[config.mk]
export PLATFORM = sky130hd
export DESIGN_NAME = rbst_merge
export DESIGN_NICKNAME = d
export VERILOG_FILES = /design/src/design/rbst_pkg.sv /design/src/design/rbst_merge.sv
export SDC_FILE = /design/constraint.sdc
export NUM_CORES = 1
export LEC_CHECK = 0
export ABC_AREA = 1
export ABC_CLOCK_PERIOD_IN_PS = 6200
export BUFFER_PORTS_ARGS = -buffer_cell sky130_fd_sc_hd__buf_2
export CAP_MARGIN = 15
export CORE_UTILIZATION = 55
export DETAILED_ROUTE_END_ITERATION = 16
export GPL_ROUTABILITY_DRIVEN = 0
export PLACE_DENSITY = 0.78
export SKIP_LAST_GASP = 1
export SLEW_MARGIN = 10
export SYNTH_ARGS = -nofsm -noshare
export SYNTH_HDL_FRONTEND = slang
export SYNTH_SLANG_ARGS = --single-unit
[constraint.sdc]
create_clock -name clk_i -period 6.2 [get_ports clk_i]
set_input_delay 1.24 -clock clk_i [delete_from_list [all_inputs] [get_ports clk_i]]
set_output_delay 1.24 -clock clk_i [all_outputs]
set_load 0.01 [all_outputs]
[src/design/rbst_pkg.sv]
package rbst_pkg;

  localparam int unsigned FACE_COUNT_DEF = 256;
  localparam int unsigned CFG_IDX_W      = 4;
  localparam int unsigned CFG_DATA_W     = 32;
  localparam int unsigned NUM_W          = 34;  // exact padded bound minus origin
  localparam int unsigned DIV_LAT        = 35;  // abs, range check, 32 quotient bits, saturate
  localparam int unsigned BOX_W          = 96;

  typedef enum logic [1:0] {
    KIND_LOAD_MIN = 2'd0,
    KIND_LOAD_MAX = 2'd1,
    KIND_QUERY    = 2'd2
  } kind_e;

  typedef enum logic [CFG_IDX_W-1:0] {
    CFG_PAD_MARGIN   = 4'd0,
    CFG_BOXES_LOADED = 4'd1
  } cfg_idx_e;

  typedef struct packed {
    logic [1:0]         kind;
    logic [7:0]         face_index;
    logic signed [31:0] coord_x;
    logic signed [31:0] coord_y;
    logic signed [31:0] coord_z;
    logic signed [31:0] dir_x;
    logic signed [31:0] dir_y;
    logic signed [31:0] dir_z;
    logic signed [31:0] max_t;
  } in_item_t;

  typedef struct packed {
    logic       reaches;
    logic [7:0] queried_face;
  } res_item_t;

  // Per-query info that rides alongside the dividers.
  typedef struct packed {
    logic [7:0]         face;
    logic               forced;
    logic               forced_val;
    logic signed [31:0] max_t;
    logic [2:0]         dzero;
    logic [2:0]         contained;
  } side_t;

endpackage

[src/design/rbst_merge.sv]
// Interval narrowing, one axis per stage; last stage is the result register.
module rbst_merge import rbst_pkg::*; (
  input  logic               clk_i,
  input  logic               rst_ni,
  input  logic               en_i,
  input  logic               valid_i,
  input  side_t              side_i,
  input  logic signed [31:0] t_lo_i [3],
  input  logic signed [31:0] t_hi_i [3],
  output logic               valid_o,
  output res_item_t          item_o
);

  typedef struct packed {
    logic signed [31:0] tmin;
    logic signed [31:0] tmax;
    logic               hit;
  } ival_t;

  function automatic ival_t axis_step(ival_t cur, logic signed [31:0] ta,
                                      logic signed [31:0] tb, logic dz, logic ins);
    ival_t              nxt;
    logic signed [31:0] t1, t2;
    nxt = cur;
    t1  = (ta > tb) ? tb : ta;
    t2  = (ta > tb) ? ta : tb;
    if (cur.hit) begin
      if (dz) begin
        nxt.hit = ins;
      end else begin
        nxt.tmin = (t1 > cur.tmin) ? t1 : cur.tmin;
        nxt.tmax = (t2 < cur.tmax) ? t2 : cur.tmax;
        nxt.hit  = nxt.tmin <= nxt.tmax;
      end
    end
    return nxt;
  endfunction

  logic               v0_q, v1_q, out_valid_q;
  side_t              side0_q, side1_q;
  ival_t              iv0_q, iv1_q, iv0_d, iv1_d, iv2_d;
  logic signed [31:0] lo0_q [2];
  logic signed [31:0] hi0_q [2];
  logic signed [31:0] lo1_q, hi1_q;
  res_item_t          out_item_q;
  ival_t              iv_init;

  assign iv_init = '{tmin: 32'sd0, tmax: side_i.max_t, hit: 1'b1};
  assign iv0_d = axis_step(iv_init, t_lo_i[0], t_hi_i[0], side_i.dzero[0],
                           side_i.contained[0]);
  assign iv1_d = axis_step(iv0_q, lo0_q[0], hi0_q[0], side0_q.dzero[1],
                           side0_q.contained[1]);
  assign iv2_d = axis_step(iv1_q, lo1_q, hi1_q, side1_q.dzero[2],
                           side1_q.contained[2]);

  always_ff @(posedge clk_i or negedge rst_ni) begin
    if (!rst_ni) begin
      v0_q        <= 1'b0;
      v1_q        <= 1'b0;
      out_valid_q <= 1'b0;
    end else if (en_i) begin
      v0_q        <= valid_i;
      v1_q        <= v0_q;
      out_valid_q <= v1_q;
    end
  end

  always_ff @(posedge clk_i) begin
    if (en_i) begin
      side0_q  <= side_i;
      iv0_q    <= iv0_d;
      lo0_q[0] <= t_lo_i[1];
      hi0_q[0] <= t_hi_i[1];
      lo0_q[1] <= t_lo_i[2];
      hi0_q[1] <= t_hi_i[2];
      side1_q  <= side0_q;
      iv1_q    <= iv1_d;
      lo1_q    <= lo0_q[1];
      hi1_q    <= hi0_q[1];
      out_item_q.reaches      <= side1_q.forced ? side1_q.forced_val : iv2_d.hit;
      out_item_q.queried_face <= side1_q.face;
    end
  end

  assign valid_o = out_valid_q;
  assign item_o  = out_item_q;

endmodule

==> results.md, run 1 <==
- # Max-Cap Violations: 0
- Yosys Warn Count: 0
- Routing usage on met3: 3.13%
- Gr busiest metal: met2
- IO buf count: 253
- Clk_lat worst skew: 0.55 ns
- Register Area: 10,800 µm²
- Nets: 4,454
- RSZ-0062 raised after global routing: yes
- WL final: 73.3 mm
- Placed Area: 31,200 µm²
- Seq/Total Area, Yosys: 41.6%
- Clock root cell: clkbuf_16
- DR iter-0 viols: 2,288
- Most used standard cell by instance count after synthesis: nand2_1
- Core Box Area: 46,600 µm²
- Fillers: 3,173
- CTS Hold Bufs: 0
- CTS tree: done
- Final worst path period need: 6.59 ns
- Final setup viols: 3
- Dominant cell type by area after synthesis: edfxtp_1
- Pwr Density: 352 nW/µm²
- Slew @ Worst Pin: 1.05 ns
- First-pass GRT wire length: 105 mm
- Status: finished, violations left
- Max transition margin: 29.9%
- Sink Count: 360
- Area Growth Syn to Fin: 33.2%
- F_max: 0.152 GHz
- Critical path class: primary input to flip-flop
- CP required: 6.47 ns
- Die height: 219 µm
- Leakage power: 17.3 nW
- Antenna-violating nets left: 0
- Max stage delay on crit path: 0.39 ns
- Top-Level Pins: 254
- Critical Path AT: 6.86 ns
- Die area: 48,100 µm²
- All-layer global routing usage: 27.8%
- CTS max path bufs: 3
- Number of synthesized register bits: 360
- Die W: 219 µm
- Total grt overflow: 0
- Reg2Reg Setup Slack: -0.31 ns
- Top cells by area, synth: edfxtp_1 41%, ha_1 17%, nand2_1 10%
- Largest net degree at the start of global routing: 117
- Row count: 79
- DR vias: 24,300
- M2 GR Usage: 46.1%
- Grt met1 use: 37.0%
- HP Class: flip-flop to flip-flop
- H-tree levels: 2
- First-pass DRT Iterations: 6
- Crit-path slowest cell: a2111oi_4
- ANT cells: 0
- Skew final: 0.0253 ns
- Power Total: 0.0122 W
- Post-synth top cells: 720 x nand2_1, 522 x inv_1, 357 x edfxtp_1
- Final hold vios: 0
- Multi-input combinational cell area: 13,800 µm²
- Post-synthesis cell area: 26,000 µm²
- Slew Viols, Final: 0
- Hold slack: 0.412 ns
- VDD IR max: 0.000306 V
- Drt drc: 0
- CTS Buf Count: 38
- Final Cycle Share: 106%
- Share of layout cells above drive strength 1: 27.2%
- Number of global-route vias before repair: 21,500
- Hpwl dp: 53.3 mm
- Top-area cell type share of the netlist area: 41.3%
- Average instance area after synthesis: 8.27 µm²
- Final worst slack: -0.393 ns
- Via density: 5.41
- Wire per inst: 16.3 µm
- Post-Syn Instances: 3,142
- Main synth FF type: edfxtp_1
- CP endpoint kind: flip-flop
- Failing checks: negative setup slack
- Asr flop ratio synth: 0.833%
- Worst-path clk slew: 0.06 ns
- Initial antenna violation count: 0
- Final design area excluding fillers: 34,600 µm²
- Number of synthesized flops with an enable pin: 357
- Critical Path Fanout Max: 24
- Crit path launch type: primary input
- Initial Util: 55.8%
- Yosys cell types: 50
-- critical path: cells and delay by family --
kind,cells,cell delay [ns]
adders and majority gates,3,0.77
AOI/OAI and AO/OA,8,1.31
buffers and inverters,6,0.87
and+or+nand+nor,17,2.43
xor gates and xnor gates,1,0.22
-- where the power goes --
part	total [W]	internal (W)	switching, W
registers	0.00314	0.00302	0.000127
clock network	0.00220	0.00128	0.000922
logic	0.00682	0.00307	0.00375
total	0.0122	0.00737	0.00480
-- layout make-up --
class                           instances  area share [%]
Clock buffer                           44            2.88
Multi-Input combinational cell       2147            40.1
Timing Repair Buffer                  789            17.4
Inverter                              525            5.72
Clock inverter                         21           0.583
Sequential cell                       360            31.2
Tap cell                              607            2.20
-- per-layer routing --
layer	part of all wire (%)	routed length (µm)
met5	0	0
met4	4.6	3380
met3	7.4	5410
met2	47	34200
met1	41	30200
-- cell usage in the layout (no fill, tap or decap), types with 8 or more instances in the layout --
cell | synthesis | routed
buf_6 | 7 | 26
nand2_1 | 720 | 682
a21oi_2 | 0 | 16
buf_4 | 6 | 479
a21oi_1 | 182 | 165
inv_1 | 522 | 494
nand3_1 | 272 | 263
edfxtp_1 | 357 | 357
a211oi_1 | 12 | 8
buf_12 | 0 | 20
o21a_1 | 9 | 9
ha_4 | 0 | 32
clkbuf_16 | 0 | 51
nor2_2 | 0 | 9
nand2_4 | 0 | 11
clkinv_1 | 2 | 9
inv_2 | 1 | 26
nand4_1 | 36 | 36
o21ai_1 | 9 | 53
nor2_1 | 128 | 118
nor3_1 | 39 | 35
o21ai_0 | 279 | 204
nand2_2 | 4 | 30
nand3_2 | 2 | 9
ha_1 | 349 | 317
and2_1 | 32 | 32
buf_2 | 34 | 243
o21ai_2 | 0 | 31
-- timing repair --
item / CTS / global route
buffers inserted: 9 / 51
pin swaps: 15 / 129
cloned: 6 / 13
gates resized for setup: 43 / 300
endpoints found under the setup margin: 3 / 3
-- metrics by stage --
stage / instances / setup WS (ns) / util (%) / setup TNS, ns
2_1_floorplan: 3143 / 0.00747 / - / 0
3_3_place_gp: 4350 / -0.973 / 67.0 / -1.57
3_5_place_dp: 4350 / -1.07 / 67.0 / -1.87
4_1_cts: 4430 / -0.409 / 70.3 / -0.645
5_1_grt: 4493 / -0.673 / 74.3 / -1.61
6_report: 4493 / -0.393 / 74.3 / -0.712
-- state kept, by name (all words and copies together) (netlist names), 9 cells and up --
register  count
side0_q      14
hi1_q        32
side1_q      12
hi0_q        64
iv0_q        65
iv1_q        65
lo0_q        64
item_o        9
lo1_q        32
-- cell families after synthesis --
| kind of cell | count (synthesis) | share of synthesized area, % |
|---|---|---|
| simple gates | 1254 | 20.7 |
| other cells | 1 | 0.0144 |
| compound gates | 535 | 11.0 |
| xor+xnor | 4 | 0.135 |
| buf+inv | 638 | 9.67 |
| mux | 1 | 0.0434 |
| flops | 360 | 41.6 |
| fa+ha+maj | 349 | 16.8 |
-- final timing paths --
| path | start | cells after the start | to |
|---|---|---|---|
| worst min-delay path | side1_q[46]$_DFFE_PP_ | 0 | item_o[6]$_DFFE_PP_ |
| worst max register to register | lo1_q[29]$_DFFE_PP_ | 36 | item_o[8]$_DFFE_PP_ |
| worst max-delay path | t_lo_i[93] | 35 | iv0_q[0]$_DFFE_PP_ |
| worst min register to register | side1_q[46]$_DFFE_PP_ | 0 | item_o[6]$_DFFE_PP_ |
| min in group asynchronous | rst_ni | 1 | v0_q$_DFFE_PN0P_ |
| max in group asynchronous | rst_ni | 1 | v1_q$_DFFE_PN0P_ |
Power figures use the tool's default switching activity.
==> inputs of run 2 (changes only) <==
Settings changed: ABC_AREA 1 to unset.
==> run 2 against run 1 <==
Net effect:
- first-iteration DRC count down 21%
- the run ends with design-rule violations, negative setup slack left
- total power decreased by 7.5%
- sequential cell count unchanged
- via count decreased by 13%
- clock skew shrank 0.0029 ns
- cell area down 0.49%
- synthesized cell count decreased by 30%
==> results.md, run 2 <==
- Final Instance Count excl. Fillers: 3,582 (-20%)
- Worst r2r dst: iv1_q[0]$_SDFFCE_PN0P_
- Core Box Area: 45,300 µm² (-2.7%)
- Slew Viols, Final: 0 (unchanged)
- DR iter-0 viols: 1,817 (-21%)
- Final setup viols: 3 (unchanged)
- Drt drc: 4 (+4)
- Main synth FF type: edfxtp_1
- Asr flop ratio synth: 0.833% (unchanged)
- Clk_lat worst skew: 0.55 ns (about the same)
- Final hold vios: 0 (unchanged)
- RSZ-0062 raised after global routing: yes
- Reg-to-Reg Start: hi0_q[0][12]$_DFFE_PP_
- Final worst slack: -1.59 ns (-1.19 ns)
- Worst hold start: side0_q[42]$_DFFE_PP_
- Final worst path period need: 7.79 ns (+1.19 ns)
- Fillers: 2,716 (-14%)
- Nets: 3,553 (-20%)
- H-tree levels: 2 (unchanged)
- Critical Path AT: 8.03 ns (+1.17 ns)
- Met1 WL: 30.6 mm (+1.1%)
- Final design area excluding fillers: 34,400 µm² (-0.49%)
- WL final: 76.9 mm (+5.0%)
- Number of synthesized flops with an enable pin: 357 (unchanged)
- CTS tree: done
- Wire per inst: 21.5 µm (+32%)
- Top-Level Pins: 254 (unchanged)
- Share of layout cells above drive strength 1: 45.0% (+18 points)
- Max stage delay on crit path: 0.61 ns (+0.22 ns)
- First-pass DRT Iterations: 12 (+6)
- Worst-path clk slew: 0.06 ns (about the same)
- DR top layer: met5
- Top-area cell type share of the netlist area: 42.6% (+1.3 points)
- Sink Count: 360 (unchanged)
- Most used standard cell by instance count after synthesis: edfxtp_1
- Total grt overflow: 0 (unchanged)
- CTS Hold Bufs: 0 (unchanged)
- Hpwl dp: 53.7 mm (+0.81%)
- Cell depth of the worst flop-to-flop path: 32 (-11%)
- Average instance area after synthesis: 11.5 µm² (+39%)
- Crit path launch type: flip-flop
- Post-synthesis cell area: 25,200 µm² (-3.1%)
- # Max-Cap Violations: 0 (unchanged)
- Critical path class: flip-flop to flip-flop
- All-layer global routing usage: 29.5% (+1.7 points)
- Largest net degree at the start of global routing: 124 (+6.0%)
- CP endpoint kind: flip-flop
- Slew @ Worst Pin: 0.978 ns (-0.0671 ns)
- Routed wl met3: 4.88 mm (-9.9%)
- Critical Path Most Common Cell: a21o_1
- Commonest non-fill, non-tap cell in the layout: buf_4
- IO buf count: 253 (unchanged)
- Max transition margin: 34.8% (+4.9 points)
- CTS max path bufs: 3 (unchanged)
- Antenna-violating nets left: 0 (unchanged)
- Reg2Reg Setup Slack: -1.59 ns (-1.28 ns)
- Die W: 216 µm (-1.6%)
- Biggest regs: iv0_q: 65 flops, iv1_q: 65 flops
- Commonest non-fill, non-tap cells in the layout: 478 x buf_4, 357 x edfxtp_1, 279 x ha_1, 246 x buf_2, 245 x inv_1
- Crit-path slowest cell: or4_4
- Post-synth top cells: 357 x edfxtp_1, 349 x ha_1, 268 x inv_1
- First-pass GRT wire length: 108 mm (+2.4%)
- CTS Buf Count: 38 (unchanged)
- Leakage power: 16.0 nW (-7.4%)
- Dpl cells: 3,426 (-21%)
- Die height: 216 µm (-1.6%)
- HP Class: flip-flop to flip-flop
- Hold Path End: side1_q[42]$_DFFE_PP_
- Post-Syn Instances: 2,193 (-30%)
- Initial antenna violation count: 4 (+4)
- Die area: 46,600 µm² (-3.1%)
- Final Cycle Share: 126% (+19 points)
- Via density: 5.91 (+9.3%)
- Initial Util: 55.6% (-0.22 points)
- F_max: 0.128 GHz (-15%)
- Top cells by area, synth: edfxtp_1 43%, ha_1 17%, mux2_2 12%
- Placed Area: 31,100 µm² (-0.43%)
- Pwr Density: 327 nW/µm² (-7.1%)
- DR vias: 21,200 (-13%)
- Seq/Total Area, Yosys: 42.9% (+1.3 points)
- Status: finished, violations left
- Clock root cell: clkbuf_16
- Yosys cell types: 65 (+30%)
- Setup TNS: -4.08 ns (-3.37 ns)
- Area Growth Syn to Fin: 36.8%
- Met2 WL: 36.4 mm (+6.4%)
- VDD IR max: 0.000326 V (+6.6%)
- Skew final: 0.0224 ns (-0.00289 ns)
- Failing checks: design-rule violations, negative setup slack
- Min-Delay Path Depth: 0 (unchanged)
- Row count: 78 (-1.3%)
- Dominant cell type by area after synthesis: edfxtp_1
- Number of synthesized register bits: 360 (unchanged)
- CP required: 6.44 ns (-0.03 ns)
- Number of global-route vias before repair: 20,800 (-3.0%)
- Yosys Warn Count: 0 (unchanged)
- Critical Path Fanout Max: 8 (-67%)
[run 2: per-stage QoR]
step	setup slack [ns]	power, W	util (%)	hold WS, ns
6_report	-1.59	0.0113	76.0	0.418
5_1_grt	-1.76	0.0117	76.0	0.422
3_5_place_dp	-1.90	0.00804	68.6	0.405
4_1_cts	-1.25	0.0105	73.0	0.418
3_3_place_gp	-1.62	0.00781	68.6	0.401
2_1_floorplan	-0.993	0.00628	-	0.400
[run 2: how the worst max path moves through the flow]
stage	startpoint	to	slack (ns)	cells past startpoint
detailed placement	t_hi_i[66]	iv0_q[0]$_DFFE_PP_	-1.90	31
global route	hi0_q[0][27]$_DFFE_PP_	iv1_q[0]$_SDFFCE_PN0P_	-1.76	37
global placement	t_hi_i[77]	iv0_q[0]$_DFFE_PP_	-1.62	29
CTS	lo1_q[29]$_DFFE_PP_	item_o[8]$_DFFE_PP_	-1.25	29
floorplan	t_hi_i[77]	iv0_q[0]$_DFFE_PP_	-0.99	29
finish	hi0_q[0][12]$_DFFE_PP_	iv1_q[0]$_SDFFCE_PN0P_	-1.59	32
[run 2: cell type report]
type | count | area (µm²) | share of cell area, %
antenna | 2 | 5.00 | 0.0145
multi-input combinational | 1508 | 14800 | 43.1
sequential | 360 | 10800 | 31.4
tap | 600 | 751 | 2.18
clock buffer | 41 | 983 | 2.86
clock inverter | 19 | 159 | 0.462
inverter | 268 | 1050 | 3.06
timing repair buffer | 784 | 5820 | 16.9
[run 2: worst max-delay path: cells and delay by family (launching register included)]
| kind | cells | cell delay [ns] |
|---|---|---|
| compound gates | 17 | 3.64 |
| fa+ha+maj | 3 | 0.92 |
| simple gates | 3 | 0.88 |
| buf+inv | 5 | 0.77 |
| mux | 3 | 0.76 |
| flops | 1 | 0.36 |
| xor+xnor | 1 | 0.12 |
[run 2: power by group]
group	switching (W)	internal, W
Clock	0.000909	0.00122
Sequential	0.000182	0.00300
Combinational	0.00284	0.00310
[run 2: cells by family after synthesis]
logic type / Yosys count / synth area share [%]
xor gates and xnor gates: 3 / 0.104
adders and majority gates: 349 / 17.4
DFF: 360 / 42.9
and+or+nand+nor: 393 / 7.60
buffers and inverters: 327 / 5.08
other: 1 / 0.0149
AOI/OAI and AO/OA: 367 / 9.38
muxes: 393 / 17.6
[run 2: layer usage]
layer  global-route usage [%]  up-vias
met2                     50.0     1016
li1                         -     9707
met3                     3.37      318
met5                        0        -
met1                     37.6    10100
met4                     14.1        6
[run 2: repair_timing]
| item | 4_1_cts | 5_1_grt |
|---|---|---|
| pin swaps | 49 | 107 |
| buffers inserted | 29 | 58 |
| cloned | 4 | 7 |
| resized for setup | 102 | 159 |
| endpoints found under the setup margin | 3 | 35 |
